==> src/design/ecd_pkg.sv <==
// Package for the elevator call dispatcher: field widths, reset values and
// default parameter values. No dependencies.
package ecd_pkg;

  localparam int FLOOR_W       = 8;   // floor number width
  localparam int CAR_NUM_W     = 3;   // width of a car number in a result
  localparam int CARS_DEF      = 3;   // default number of cars
  localparam int TOP_FLOOR_RST = 9;   // reset value of the top floor register
  localparam int PARK_FLOOR    = 1;   // floor where one car is kept parked

  // Result word, first field in the highest bits.
  typedef struct packed {
    logic                 served_moved;
    logic                 parked_moved;
    logic [CAR_NUM_W-1:0] parked_car;
    logic [CAR_NUM_W-1:0] served_car;
  } ecd_result_t;

  function automatic logic [FLOOR_W-1:0] floor_dist(input logic [FLOOR_W-1:0] a,
                                                     input logic [FLOOR_W-1:0] b);
    logic [FLOOR_W-1:0] d;
    d = (a > b) ? (a - b) : (b - a);
    return d;
  endfunction

endpackage

==> src/design/ecd_nearest.sv <==
// Picks the car nearest a target floor, optionally skipping one car.
// Depends on ecd_pkg.
module ecd_nearest #(
  parameter int CARS  = ecd_pkg::CARS_DEF,
  parameter int CAR_W = (CARS > 1) ? $clog2(CARS) : 1
) (
  input  logic [CARS-1:0][ecd_pkg::FLOOR_W-1:0] floors,
  input  logic [ecd_pkg::FLOOR_W-1:0]           target,
  input  logic                                  skip_en,
  input  logic [CAR_W-1:0]                      skip_idx,
  output logic [CAR_W-1:0]                      best_idx
);

  // Linear scan; a strictly smaller distance is needed to replace the best,
  // so equal distances keep the lower car number.
  always_comb begin
    logic                         found;
    logic [ecd_pkg::FLOOR_W-1:0]  best_d;
    logic [ecd_pkg::FLOOR_W-1:0]  d;
    found    = 1'b0;
    best_d   = '0;
    best_idx = '0;
    for (int i = 0; i < CARS; i++) begin
      d = ecd_pkg::floor_dist(floors[i], target);
      if (!(skip_en && (CAR_W'(i) == skip_idx))) begin
        if (!found || (d < best_d)) begin
          found    = 1'b1;
          best_d   = d;
          best_idx = CAR_W'(i);
        end
      end
    end
  end

endmodule

==> src/design/elevator_call_dispatcher.sv <==
// Top level of the elevator call dispatcher: input register, dispatch logic,
// car floor registers and result register. Depends on ecd_pkg, ecd_nearest.
//
//  channel | dir | handshake          | payload
//  --------+-----+--------------------+--------------------------------------------
//  in_     | in  | in_tvalid/tready   | tdata[7:0] call_floor
//  out_    | out | out_tvalid/tready  | tdata: served_car, parked_car, parked_moved,
//          |     |                    |        served_moved; tuser: call_rejected
//  cfg_    | in  | cfg_wr_en          | cfg_wr_data[7:0] top_floor
//
// A call beat is captured in the input register; when the result register
// can take it, the whole dispatch decision is made and written into the car
// floor registers and the result register at the same edge. One call is
// taken per cycle while the result side keeps accepting answers.
// The car floor update of one call is visible to the very next call, so back
// to back calls are handled without any bubble. When the result register is
// full and not taken, the input register holds and in_tready drops once it
// is occupied too. Reset (synchronous, active low) places every car at
// floor 1 and sets top_floor to 9.
module elevator_call_dispatcher #(
  parameter int CARS = ecd_pkg::CARS_DEF
) (
  input  logic                          clk,
  input  logic                          rst_n,
  // Input beat: [7:0] call_floor.
  input  logic                          in_tvalid,
  output logic                          in_tready,
  input  logic [7:0]                    in_tdata,
  // Result beat: [2:0] served_car, [5:3] parked_car, [6] parked_moved,
  // [7] served_moved.
  output logic                          out_tvalid,
  input  logic                          out_tready,
  output logic [7:0]                    out_tdata,
  // [0] call_rejected.
  output logic                          out_tuser,
  input  logic                          cfg_wr_en,
  input  logic [ecd_pkg::FLOOR_W-1:0]   cfg_wr_data
);

  localparam int FW    = ecd_pkg::FLOOR_W;
  localparam int CNW   = ecd_pkg::CAR_NUM_W;
  localparam int CAR_W = (CARS > 1) ? $clog2(CARS) : 1;
  localparam logic [FW-1:0] PARK_F = FW'(ecd_pkg::PARK_FLOOR);

  // Configuration register.
  logic [FW-1:0] top_floor_r;

  // Input register.
  logic          s1_valid_r;
  logic [FW-1:0] s1_floor_r;

  // Car state.
  logic [CARS-1:0][FW-1:0] car_floor_r;
  logic [CARS-1:0][FW-1:0] car_floor_nxt;
  logic [CARS-1:0][FW-1:0] mid_floor;

  // Result register.
  logic                  out_valid_r;
  logic                  out_rej_r;
  ecd_pkg::ecd_result_t  out_data_r;
  ecd_pkg::ecd_result_t  res_nxt;

  logic             out_free;
  logic             s1_fire;
  logic             rej_c;
  logic             park_hit;
  logic [CAR_W-1:0] park_hit_idx;
  logic [CAR_W-1:0] near_park_idx;
  logic [CAR_W-1:0] park_idx;
  logic             srv_hit;
  logic [CAR_W-1:0] srv_hit_idx;
  logic [CAR_W-1:0] near_srv_idx;
  logic [CAR_W-1:0] srv_idx;

  assign out_free  = !out_valid_r || out_tready;
  assign s1_fire   = s1_valid_r && out_free;
  assign in_tready = !s1_valid_r || out_free;

  assign rej_c = (s1_floor_r == '0) || (s1_floor_r > top_floor_r);

  // Lowest-numbered car standing at the parking floor.
  always_comb begin
    park_hit     = 1'b0;
    park_hit_idx = '0;
    for (int i = CARS - 1; i >= 0; i--) begin
      if (car_floor_r[i] == PARK_F) begin
        park_hit     = 1'b1;
        park_hit_idx = CAR_W'(i);
      end
    end
  end

  ecd_nearest #(.CARS(CARS), .CAR_W(CAR_W)) u_near_park (
    .floors   (car_floor_r),
    .target   (PARK_F),
    .skip_en  (1'b0),
    .skip_idx ('0),
    .best_idx (near_park_idx)
  );

  assign park_idx = park_hit ? park_hit_idx : near_park_idx;

  // Car floors after the parking move.
  always_comb begin
    mid_floor = car_floor_r;
    if (!park_hit) begin
      mid_floor[park_idx] = PARK_F;
    end
  end

  // Lowest-numbered car already at the calling floor.
  always_comb begin
    srv_hit     = 1'b0;
    srv_hit_idx = '0;
    for (int i = CARS - 1; i >= 0; i--) begin
      if (mid_floor[i] == s1_floor_r) begin
        srv_hit     = 1'b1;
        srv_hit_idx = CAR_W'(i);
      end
    end
  end

  ecd_nearest #(.CARS(CARS), .CAR_W(CAR_W)) u_near_srv (
    .floors   (mid_floor),
    .target   (s1_floor_r),
    .skip_en  (1'b1),
    .skip_idx (park_idx),
    .best_idx (near_srv_idx)
  );

  assign srv_idx = srv_hit ? srv_hit_idx : near_srv_idx;

  always_comb begin
    car_floor_nxt = car_floor_r;
    res_nxt       = '0;
    if (!rej_c) begin
      car_floor_nxt          = mid_floor;
      car_floor_nxt[srv_idx] = s1_floor_r;
      res_nxt.served_car     = CNW'(srv_idx);
      res_nxt.parked_car     = CNW'(park_idx);
      res_nxt.parked_moved   = !park_hit;
      res_nxt.served_moved   = !srv_hit;
    end
  end

  always_ff @(posedge clk) begin
    if (!rst_n) begin
      top_floor_r <= FW'(ecd_pkg::TOP_FLOOR_RST);
      s1_valid_r  <= 1'b0;
      out_valid_r <= 1'b0;
      for (int i = 0; i < CARS; i++) begin
        car_floor_r[i] <= PARK_F;
      end
    end else begin
      if (cfg_wr_en) begin
        top_floor_r <= cfg_wr_data;
      end
      if (in_tready) begin
        s1_valid_r <= in_tvalid;
      end
      if (out_free) begin
        out_valid_r <= s1_valid_r;
      end
      if (s1_fire) begin
        car_floor_r <= car_floor_nxt;
      end
    end
  end

  // Payload registers.
  always_ff @(posedge clk) begin
    if (in_tready && in_tvalid) begin
      s1_floor_r <= in_tdata;
    end
    if (s1_fire) begin
      out_data_r <= res_nxt;
      out_rej_r  <= rej_c;
    end
  end

  assign out_tvalid = out_valid_r;
  assign out_tdata  = out_data_r;
  assign out_tuser  = out_rej_r;

  // The serving car ends up at the calling floor after an accepted call.
  a_served_at_floor : assert property (@(posedge clk) disable iff (!rst_n)
    s1_fire && !rej_c |=> car_floor_r[$past(srv_idx)] == $past(s1_floor_r))
    else $error("serving car not at calling floor");

  // Some car stands at the parking floor after an accepted call.
  a_parked_at_one : assert property (@(posedge clk) disable iff (!rst_n)
    s1_fire && !rej_c |=> car_floor_r[$past(park_idx)] == PARK_F ||
                          $past(s1_floor_r) == PARK_F)
    else $error("parked car not at floor 1");

  // A rejected result carries all-zero fields.
  a_reject_zero : assert property (@(posedge clk) disable iff (!rst_n)
    out_valid_r && out_rej_r |-> out_data_r == '0)
    else $error("rejected result with nonzero fields");

  // The input side only stalls when both registers are occupied.
  a_stall_cause : assert property (@(posedge clk) disable iff (!rst_n)
    !in_tready |-> s1_valid_r && out_valid_r && !out_tready)
    else $error("input stalled without a full pipeline");

endmodule

==> config.mk <==
export PLATFORM = sky130hd
export DESIGN_NAME = elevator_call_dispatcher
export DESIGN_NICKNAME = d
export VERILOG_FILES = /design/src/design/ecd_pkg.sv /design/src/design/ecd_nearest.sv /design/src/design/elevator_call_dispatcher.sv
export SDC_FILE = /design/constraint.sdc
export NUM_CORES = 1
export LEC_CHECK = 0
export BUFFER_PORTS_ARGS = -buffer_cell sky130_fd_sc_hd__buf_2
export CAP_MARGIN = 25
export CORE_UTILIZATION = 25
export DETAILED_ROUTE_END_ITERATION = 10
export REMOVE_ABC_BUFFERS = 1
export SYNTH_ARGS = -nofsm -noshare
export SYNTH_HDL_FRONTEND = slang
export SYNTH_SLANG_ARGS = --single-unit
==> constraint.sdc <==
create_clock -name clk -period 9.4 [get_ports clk]
set_input_delay 0.47 -clock clk [delete_from_list [all_inputs] [get_ports clk]]
set_output_delay 0.47 -clock clk [all_outputs]
set_load 0.02 [all_outputs]
Yosys cells after proc, flatten, opt, wreduce, memory -nomap -nowiden
Cells that the tools add are included.
W data, S select, Z words.

storage, ports and cells
  output and inout port bits = 11
  bits in read-only memories = 0
  bits in writable memories = 0
  bits in latches = 0
  register bits after elaboration = 51
  memories kept = 0

cells by class
  eq/ne operators = 8
  multiply operators = 0
  bitwise logic cells = 4
  multiplexer cells = 39
  divide/modulo/power cells = 0
  reductions and logical operators = 17
  add/sub/neg operators = 12
  shifts and indexed selects = 0
  $lt $le $gt $ge = 15

operator list
  operator               count
  $mux W8                12
  $sub A8 B8 Y8          6
  $demux W8 S2           2
  $gt A8 B8 Y1           4
  $lt A8 B8 Y1           4
  $bwmux W24             1
  $eq A8 B1 Y1 const B   3
  $eq A8 B8 Y1           3
  $gt A8 B1 Y1 const B   3
  $mux W2                12
  $mux W24               1
  $sub A1 B8 Y8 const A  3
  $sub A8 B1 Y8 const B  3
  $and A21 B21 Y21       1
  $not A21 Y21           1
  $mux W1                11
  $logic_not A8 Y1       1
  $lt A2 B3 Y1 const B   2
  $logic_not A1 Y1       5
  $logic_or A1 B1 Y1     5
  $ge A2 B1 Y1 const B   2
  $logic_and A1 B1 Y1    4
  $or A3 B3 Y3           1
  $eq A1 B2 Y1 const A   1
  other kinds (4)        4

Longest topological paths before layout
Gate-level depths: netlist of run 1.

  depth after elaboration = 31
  gate-level depth with buffers = 58

Modules after synthesis
Synthesis of run 1 repeated with hierarchy kept, for this count alone.

second synthesis, totals
  cells, all modules = 996
  area, all modules = 7982.7 µm²

modules (own cells, without submodules)
  module                     times used  cells an instance  area each (µm²)
  elevator_call_dispatcher   1           321                2926.6
  ecd_nearest (u_near_park)  1           360                2622.5
  ecd_nearest (u_near_srv)   1           315                2433.6

Worst setup path before layout of run 1
Ideal clock, no wire load.

  kind = reg-to-reg
  start = reg car_floor_r[0] (netlist name)
  end = reg car_floor_r[8] (netlist name)
  slack = -0.984 ns
  cell stages (with the launch flop) = 51
  data required time = 9.243 ns
  arrival = 10.227 ns
  path buffers = 4
  path through = dfxtp_1 > inv_1 > ha_1 > o211a_1 > o21ai_0 > o21ai_0 > nor4b_1 > xnor2_1 > ha_1 > nand2_1 > o21ai_0 > nand2b_1 > clkbuf_1 > o21ai_0 > ha_1 > a211oi_1 > o21bai_1 > a2111oi_1 > [15 not listed] > a21o_1 > a21o_1 > a21oi_1 > o31ai_1 > or3b_1 > buf_2 > nand2_1 > mux2i_1 > ha_1 > a21o_1 > a21o_1 > a21o_1 > or2_2 > a211o_1 > a31oi_2 > buf_6 > a21o_4 > a32oi_1

between the ends
  word-level cells in the longest chain between the ends = 31
  elaborated cells on any way between the ends = 68

ends and longest elaborated chain
  what                                                                       RTL line                         source
  from (decl)                                                                elevator_call_dispatcher.sv:53   logic [CARS-1:0][FW-1:0] car_floor_r;
  from (signal assigned)                                                     elevator_call_dispatcher.sv:165  car_floor_r <= car_floor_nxt;
  $sub A1 B8 Y8, or another cell as far along                                ecd_pkg.sv:22                    d = (a > b) ? (a - b) : (b - a);
  $mux W8                                                                    ecd_pkg.sv:22
  $lt A8 B8 Y1                                                               ecd_nearest.sv:26                if (!found || (d < best_d)) begin
  $mux W8                                                                    ecd_nearest.sv:26
  $lt A8 B8 Y1                                                               ecd_nearest.sv:26
  $mux W2                                                                    ecd_nearest.sv:26
  $mux W2                                                                    elevator_call_dispatcher.sv:101  assign park_idx = park_hit ? park_hit_idx : near_park_idx;
  $lt A2 B3 Y1 (implied by the code) / $ge A2 B1 Y1 (equally long branches)  elevator_call_dispatcher.sv:107  mid_floor[park_idx] = PARK_F;
  [15 not listed]                                                            n/a
  $mux W2                                                                    ecd_nearest.sv:26
  $mux W2                                                                    ecd_nearest.sv:25                if (!(skip_en && (CAR_W'(i) == skip_idx))) begin
  $mux W2                                                                    elevator_call_dispatcher.sv:131  assign srv_idx = srv_hit ? srv_hit_idx : near_srv_idx;
  $lt A2 B3 Y1 (implied by the code) / $ge A2 B1 Y1 (equally long branches)  elevator_call_dispatcher.sv:138  car_floor_nxt[srv_idx] = s1_floor_r;
  $logic_and A1 B1 Y1 (implied by the code)                                  elevator_call_dispatcher.sv:138
  $mux W8 (implied by the code)                                              elevator_call_dispatcher.sv:138
  $demux W8 S2                                                               elevator_call_dispatcher.sv:138
  $bwmux W24 (*)                                                             elevator_call_dispatcher.sv:138

Mark *: on every way between the ends. The rest lies on a longest branch, timed or not.
A chain may end at the register's enable or synchronous reset.

Final worst setup path of run 1
  start = reg car_floor_r[7] (netlist name)
  end = reg car_floor_r[10] (netlist name)

Same word-level chain as after synthesis.

==> flow_metrics.env, run 1 <==
export IMPL_cpMaxStageDelayCell="a2111o_1"
export IMPL_syn_area_per_cell_um2=8.176
export IMPL_ff2ff_path_depth=50
export IMPL_cp_max_fo=8
export IMPL_period_needed_ns=10.29
export IMPL_hold_class="input pin to register"
export IMPL_grt_max_degree=24
export IMPL_cts_tree="done"
export IMPL_use_met2=0.2652
export IMPL_rows=55
export IMPL_io_pins=32
export IMPL_slew_violations=0
export IMPL_dieHeight_um=153.8
export IMPL_clockRootBuffer="clkbuf_16"
export IMPL_postSynthCellCount=705
export IMPL_cts_buffer_depth=2
export IMPL_grt_pass1_wl_mm=29.11
export IMPL_syn_area_um2=5764
export IMPL_critPathMaxStageDelay_ns=0.43
export IMPL_fillers=2233
export IMPL_yosysWarnings=0
export IMPL_gr_total_overflow=0
export IMPL_end_kind="register"
export IMPL_relSlewSlack=0.3580
export IMPL_clock_latency_ns=0.30
export IMPL_worstSetupPathType="register to register"
export IMPL_synth_sequential_area_ratio=0.1962
export IMPL_ant_nets=0
export IMPL_layout_setup_ws_ns=-0.8887
export IMPL_crit_family="simple AND/OR/NAND/NOR gates"
export IMPL_die_area_um2=23670
export IMPL_max_clock_freq_mhz=97.19
export IMPL_dp_hpwl_mm=14.14
export IMPL_ys_async_sr_fraction=0
export IMPL_antenna_cells=0
export IMPL_fin_nets=1042
export IMPL_dieWidth_um=153.8
export IMPL_start_util=0.2546
export IMPL_ys_ff_latch=49
export IMPL_status="finished with violations"
export IMPL_via_per_inst=4.935
export IMPL_port_buffers=29
export IMPL_firstDrtPassIters=6
export IMPL_path_depth=50
export IMPL_antenna_found_initial=0
export IMPL_critPathBufInv=11
export IMPL_final_common_cell="buf_4"
export IMPL_violations="negative setup slack"
export IMPL_grt_pass1_vias=6022
export IMPL_vias=5961
export IMPL_crit_path_start_kind="register"
export IMPL_grt_usage=0.1538
export IMPL_cp_arrival_ns=10.48
export IMPL_setup_viol_count_final=26
export IMPL_h_tree_depth=2
export IMPL_period_share=1.095
export IMPL_grtUsageMet1=0.1960
export IMPL_syn_to_final_growth_pct=49.06
export IMPL_synth_edf_count=15
export IMPL_routedWlPerCell_um=15.40
export IMPL_crit_top_cell="buf_4"
export IMPL_clock_skew_ns=0.008152
export IMPL_drtIter0Drc=332
export IMPL_place_gp_congestion=0.8954
export IMPL_final_cell_mix="186 x buf_4, 78 x ha_1, 62 x inv_1"
export IMPL_hold_slack_ns=0.3350
export IMPL_synthDistinctLibCells=68
export IMPL_clk_pin_slew_worst_paths_ns=0.07
export IMPL_drv_cap=0
export IMPL_hold_depth=1
export IMPL_crit_required_ns=9.60
export IMPL_ys_flop_type="dfxtp_1"
export IMPL_grt_setup_unrepaired="true"
export IMPL_drt_total_wl_mm=18.60
export IMPL_cts_num_sinks=49
export IMPL_hold_viol=0
export IMPL_grt_most_used_layer="met2"
export IMPL_coreArea_um2=22640
export IMPL_cts_buffers_inserted=5
export IMPL_drc=0
export IMPL_tightestPinTransition_ns=0.9603
export IMPL_drive_above_1_share=0.3944
export IMPL_grt_use_met3=0.02931
## area by class of cell
type / instances / area, um^2 / share of cell area
multi-input combinational: 571 / 4965 / 0.5778
sequential: 49 / 1141 / 0.1328
clock buffer: 5 / 125.1 / 0.01456
tap: 285 / 356.6 / 0.04150
clock inverter: 3 / 47.55 / 0.005534
timing repair buffer: 230 / 1710 / 0.1991
inverter: 65 / 246.5 / 0.02869
## sequential cells by signal, summed over array words and instances (netlist names)
signal and cells:
s1_valid_r 1, out_tuser 1, s1_floor_r 8, top_floor_r 8, car_floor_r 24, out_tvalid 1
out_tdata 6
## through the flow
| step | setup slack [ns] | cell area [um^2] | setup TNS, ns | util | cells |
|---|---|---|---|---|---|
| global placement | -1.320 | 7417 | -32.09 | 0.3276 | 1164 |
| CTS | -0.4937 | 8232 | -11.87 | 0.3636 | 1190 |
| global route | -1.371 | 8592 | -34.60 | 0.3795 | 1208 |
| detailed placement | -1.446 | 7417 | -35.74 | 0.3276 | 1164 |
| finish | -0.8887 | 8592 | -20.74 | 0.3795 | 1208 |
| floorplan | -1.927 | 5667 | -44.55 | - | 685 |
## kinds of logic (layout without fill, tap and decap cells)
family | count (synthesis) | count (layout) | synth area share
other cells | 1 | 2 | 0.0006506
fa+ha+maj | 99 | 99 | 0.2227
compound gates | 183 | 183 | 0.2155
buf+inv | 86 | 303 | 0.05991
simple gates | 210 | 210 | 0.1773
mux | 43 | 43 | 0.07597
xor+xnor | 34 | 34 | 0.05166
flops | 49 | 49 | 0.1962
## repair_timing
item | CTS | global route
hold buffers | 0 | 0
cloned | 2 | 0
setup buffers | 16 | 17
endpoints found under the setup margin | 26 | 26
pin swaps | 61 | 64
gates resized for setup | 120 | 54
## per-layer routing
metal / routed length (um) / part of all wire
met5: 0 / 0
met4: 284 / 0.015
met2: 8913 / 0.48
met3: 914 / 0.049
met1: 8486 / 0.46
## synth_stat cells (15+ instances only)
| master | number | share of area |
|---|---|---|
| edfxtp_1 | 15 | 0.078 |
| o21ai_0 | 38 | 0.033 |
| inv_1 | 65 | 0.042 |
| nand3_1 | 20 | 0.017 |
| nand2_1 | 60 | 0.039 |
| mux2i_1 | 37 | 0.064 |
| nor2_1 | 48 | 0.031 |
| ha_1 | 93 | 0.20 |
| xnor2_1 | 25 | 0.038 |
| a21oi_1 | 39 | 0.034 |
| and2_1 | 15 | 0.016 |
| nand4_1 | 20 | 0.022 |
| dfxtp_1 | 34 | 0.12 |
## final timing paths
kind                                                   from                            to  slack [ns]
worst max register to register  car_floor_r[7]$_SDFFE_PN0P_  car_floor_r[10]$_SDFFE_PN0P_       -0.89
worst min register to register  top_floor_r[5]$_SDFFE_PN0P_   top_floor_r[5]$_SDFFE_PN0P_        0.50
worst min-delay path                            in_tdata[5]       s1_floor_r[5]$_DFFE_PP_        0.33
worst max-delay path            car_floor_r[7]$_SDFFE_PN0P_  car_floor_r[10]$_SDFFE_PN0P_       -0.89
Power of run 1 is left out: the tool's default activity adds up to more than one toggle a clock period on the data nets, which glitch-free logic cannot reach.
==> run 2: changes to the inputs <==
--- a/config.mk
+++ b/config.mk
@@ -6,10 +6,11 @@
 export NUM_CORES = 1
 export LEC_CHECK = 0
 export BUFFER_PORTS_ARGS = -buffer_cell sky130_fd_sc_hd__buf_2
-export CAP_MARGIN = 25
 export CORE_UTILIZATION = 25
 export DETAILED_ROUTE_END_ITERATION = 10
+export PLACE_DENSITY = 0.4
 export REMOVE_ABC_BUFFERS = 1
 export SYNTH_ARGS = -nofsm -noshare
 export SYNTH_HDL_FRONTEND = slang
 export SYNTH_SLANG_ARGS = --single-unit
+export TNS_END_PERCENT = 20
==> flow_metrics.env, run 2 (synthesis results as in run 1) <==
export IMPL_finalSetupTns_ns=-9.997
export IMPL_crit_path_start_kind="register"
export IMPL_dpl_worst_slack_ns=-1.359
export IMPL_final_common_cell="buf_4"
export IMPL_routedWlPerCell_um=17.19
export IMPL_grt_pass1_vias=6015
export IMPL_drv_cap=0
export IMPL_antenna_found_initial=0
export IMPL_hold_depth=1
export IMPL_period_needed_ns=9.869
export IMPL_drc=0
export IMPL_critPathMaxStageDelay_ns=0.41
export IMPL_r2r_setup_slack_ns=-0.47
export IMPL_start_util=0.2546
export IMPL_end_kind="register"
export IMPL_ff2ff_path_depth=54
export IMPL_final_seq_area_um2=1139
export IMPL_clock_skew_ns=0.01644
export IMPL_grt_setup_unrepaired="true"
export IMPL_vias=6035
export IMPL_multiInputGateArea_um2=5226
export IMPL_cp_max_fo=8
export IMPL_cpMaxStageDelayCell="or3b_1"
export IMPL_tightestPinTransition_ns=0.9528
export IMPL_period_share=1.050
export IMPL_antenna_cells=0
export IMPL_ant_nets=0
export IMPL_syn_to_final_growth_pct=58.28
export IMPL_cp_arrival_ns=10.08
export IMPL_cts_tree="done"
export IMPL_cts_buffers_inserted=5
export IMPL_setup_viol_count_final=26
export IMPL_max_clock_freq_mhz=101.3
export IMPL_slew_violations=0
export IMPL_dp_cells=1191
export IMPL_fillers=2266
export IMPL_cts_num_sinks=49
export IMPL_reg_top3="car_floor_r x24, s1_floor_r x8, top_floor_r x8"
export IMPL_r2r_start="car_floor_r[6]$_SDFFE_PN0P_"
export IMPL_dp_hpwl_mm=16.45
export IMPL_clockRootBuffer="clkbuf_16"
export IMPL_final_cells=1242
export IMPL_largest_reg_flops=24
export IMPL_dieWidth_um=153.8
export IMPL_cts_buffer_depth=2
export IMPL_relSlewSlack=0.3641
export IMPL_drtIter0Drc=290
export IMPL_port_buffers=29
export IMPL_die_area_um2=23670
export IMPL_h_tree_depth=2
export IMPL_crit_family="compound AO/OA/AOI/OAI gates"
export IMPL_final_cell_mix="215 x buf_4, 69 x ha_1, 61 x inv_1"
export IMPL_violations="negative setup slack"
export IMPL_via_per_inst=4.859
export IMPL_fin_nets=1076
export IMPL_io_pins=32
export IMPL_holdBufCountCts=0
export IMPL_hp_start="in_tdata[1]"
export IMPL_grt_usage=0.1781
export IMPL_grt_max_degree=24
export IMPL_hold_path_endpoint="s1_floor_r[1]$_DFFE_PP_"
export IMPL_r2r_end="car_floor_r[12]$_SDFFE_PN0P_"
export IMPL_crit_required_ns=9.61
export IMPL_coreArea_um2=22640
export IMPL_place_gp_congestion=0.8308
export IMPL_critPathBufInv=12
export IMPL_gr_total_overflow=0
export IMPL_firstDrtPassIters=5
export IMPL_top_register="car_floor_r"
export IMPL_drive_above_1_share=0.4493
export IMPL_status="finished with violations"
export IMPL_clk_pin_slew_worst_paths_ns=0.08
export IMPL_rows=55
export IMPL_worstSetupPathType="register to register"
export IMPL_grt_pass1_wl_mm=32.46
export IMPL_layout_setup_ws_ns=-0.4695
export IMPL_hold_viol=0
export IMPL_dieHeight_um=153.8
export IMPL_crit_top_cell="buf_6"
export IMPL_hold_class="input pin to register"
export IMPL_drt_total_wl_mm=21.35
export IMPL_clock_latency_ns=0.31
==> run 2: worst max-delay path by stage <==
stage,startpoint,cells after the start,slack (ns),end
2_1_floorplan,car_floor_r[0]$_SDFFE_PN1P_,46,-1.93,car_floor_r[10]$_SDFFE_PN0P_
3_3_place_gp,car_floor_r[0]$_SDFFE_PN1P_,56,-1.25,car_floor_r[10]$_SDFFE_PN0P_
3_5_place_dp,car_floor_r[0]$_SDFFE_PN1P_,50,-1.36,car_floor_r[14]$_SDFFE_PN0P_
4_1_cts,car_floor_r[7]$_SDFFE_PN0P_,56,-0.48,car_floor_r[14]$_SDFFE_PN0P_
5_1_grt,car_floor_r[0]$_SDFFE_PN1P_,53,-0.93,car_floor_r[21]$_SDFFE_PN0P_
6_report,car_floor_r[6]$_SDFFE_PN0P_,54,-0.47,car_floor_r[12]$_SDFFE_PN0P_
==> run 2: layout make-up <==
cell class	instances	share of cell area
inverters	65	0.02674
repair buffers	263	0.2176
flip-flops and latches	49	0.1248
multi-input cells	572	0.5728
clock inverters	3	0.005211
clock buffers	5	0.01371
well taps	285	0.03908
==> run 2: repair_timing <==
action | CTS | global route
buffers inserted | 24 | 19
gates cloned | 2 | 1
gates resized for setup | 115 | 100
pin swaps | 60 | 81
endpoints found under the setup margin | 26 | 26
==> run 2: layer usage <==
layer	global-route usage	share of wire	vias up
met2	0.3022	0.49	128
met1	0.2392	0.46	2836
met5	0	0	-
li1	-	-	3053
met3	0.02678	0.043	18
met4	0.03286	0.013	0
==> run 2: per-stage QoR <==
step           hold WS (ns)  utilization  instance area (um^2)
2_1_floorplan        0.4469            -                  5667
3_3_place_gp         0.4745       0.3366                  7620
3_5_place_dp         0.4698       0.3366                  7620
4_1_cts              0.3230       0.3742                  8473
5_1_grt              0.3171       0.4030                  9124
6_report             0.3284       0.4030                  9124
Power of run 2 is left out for the same reason.
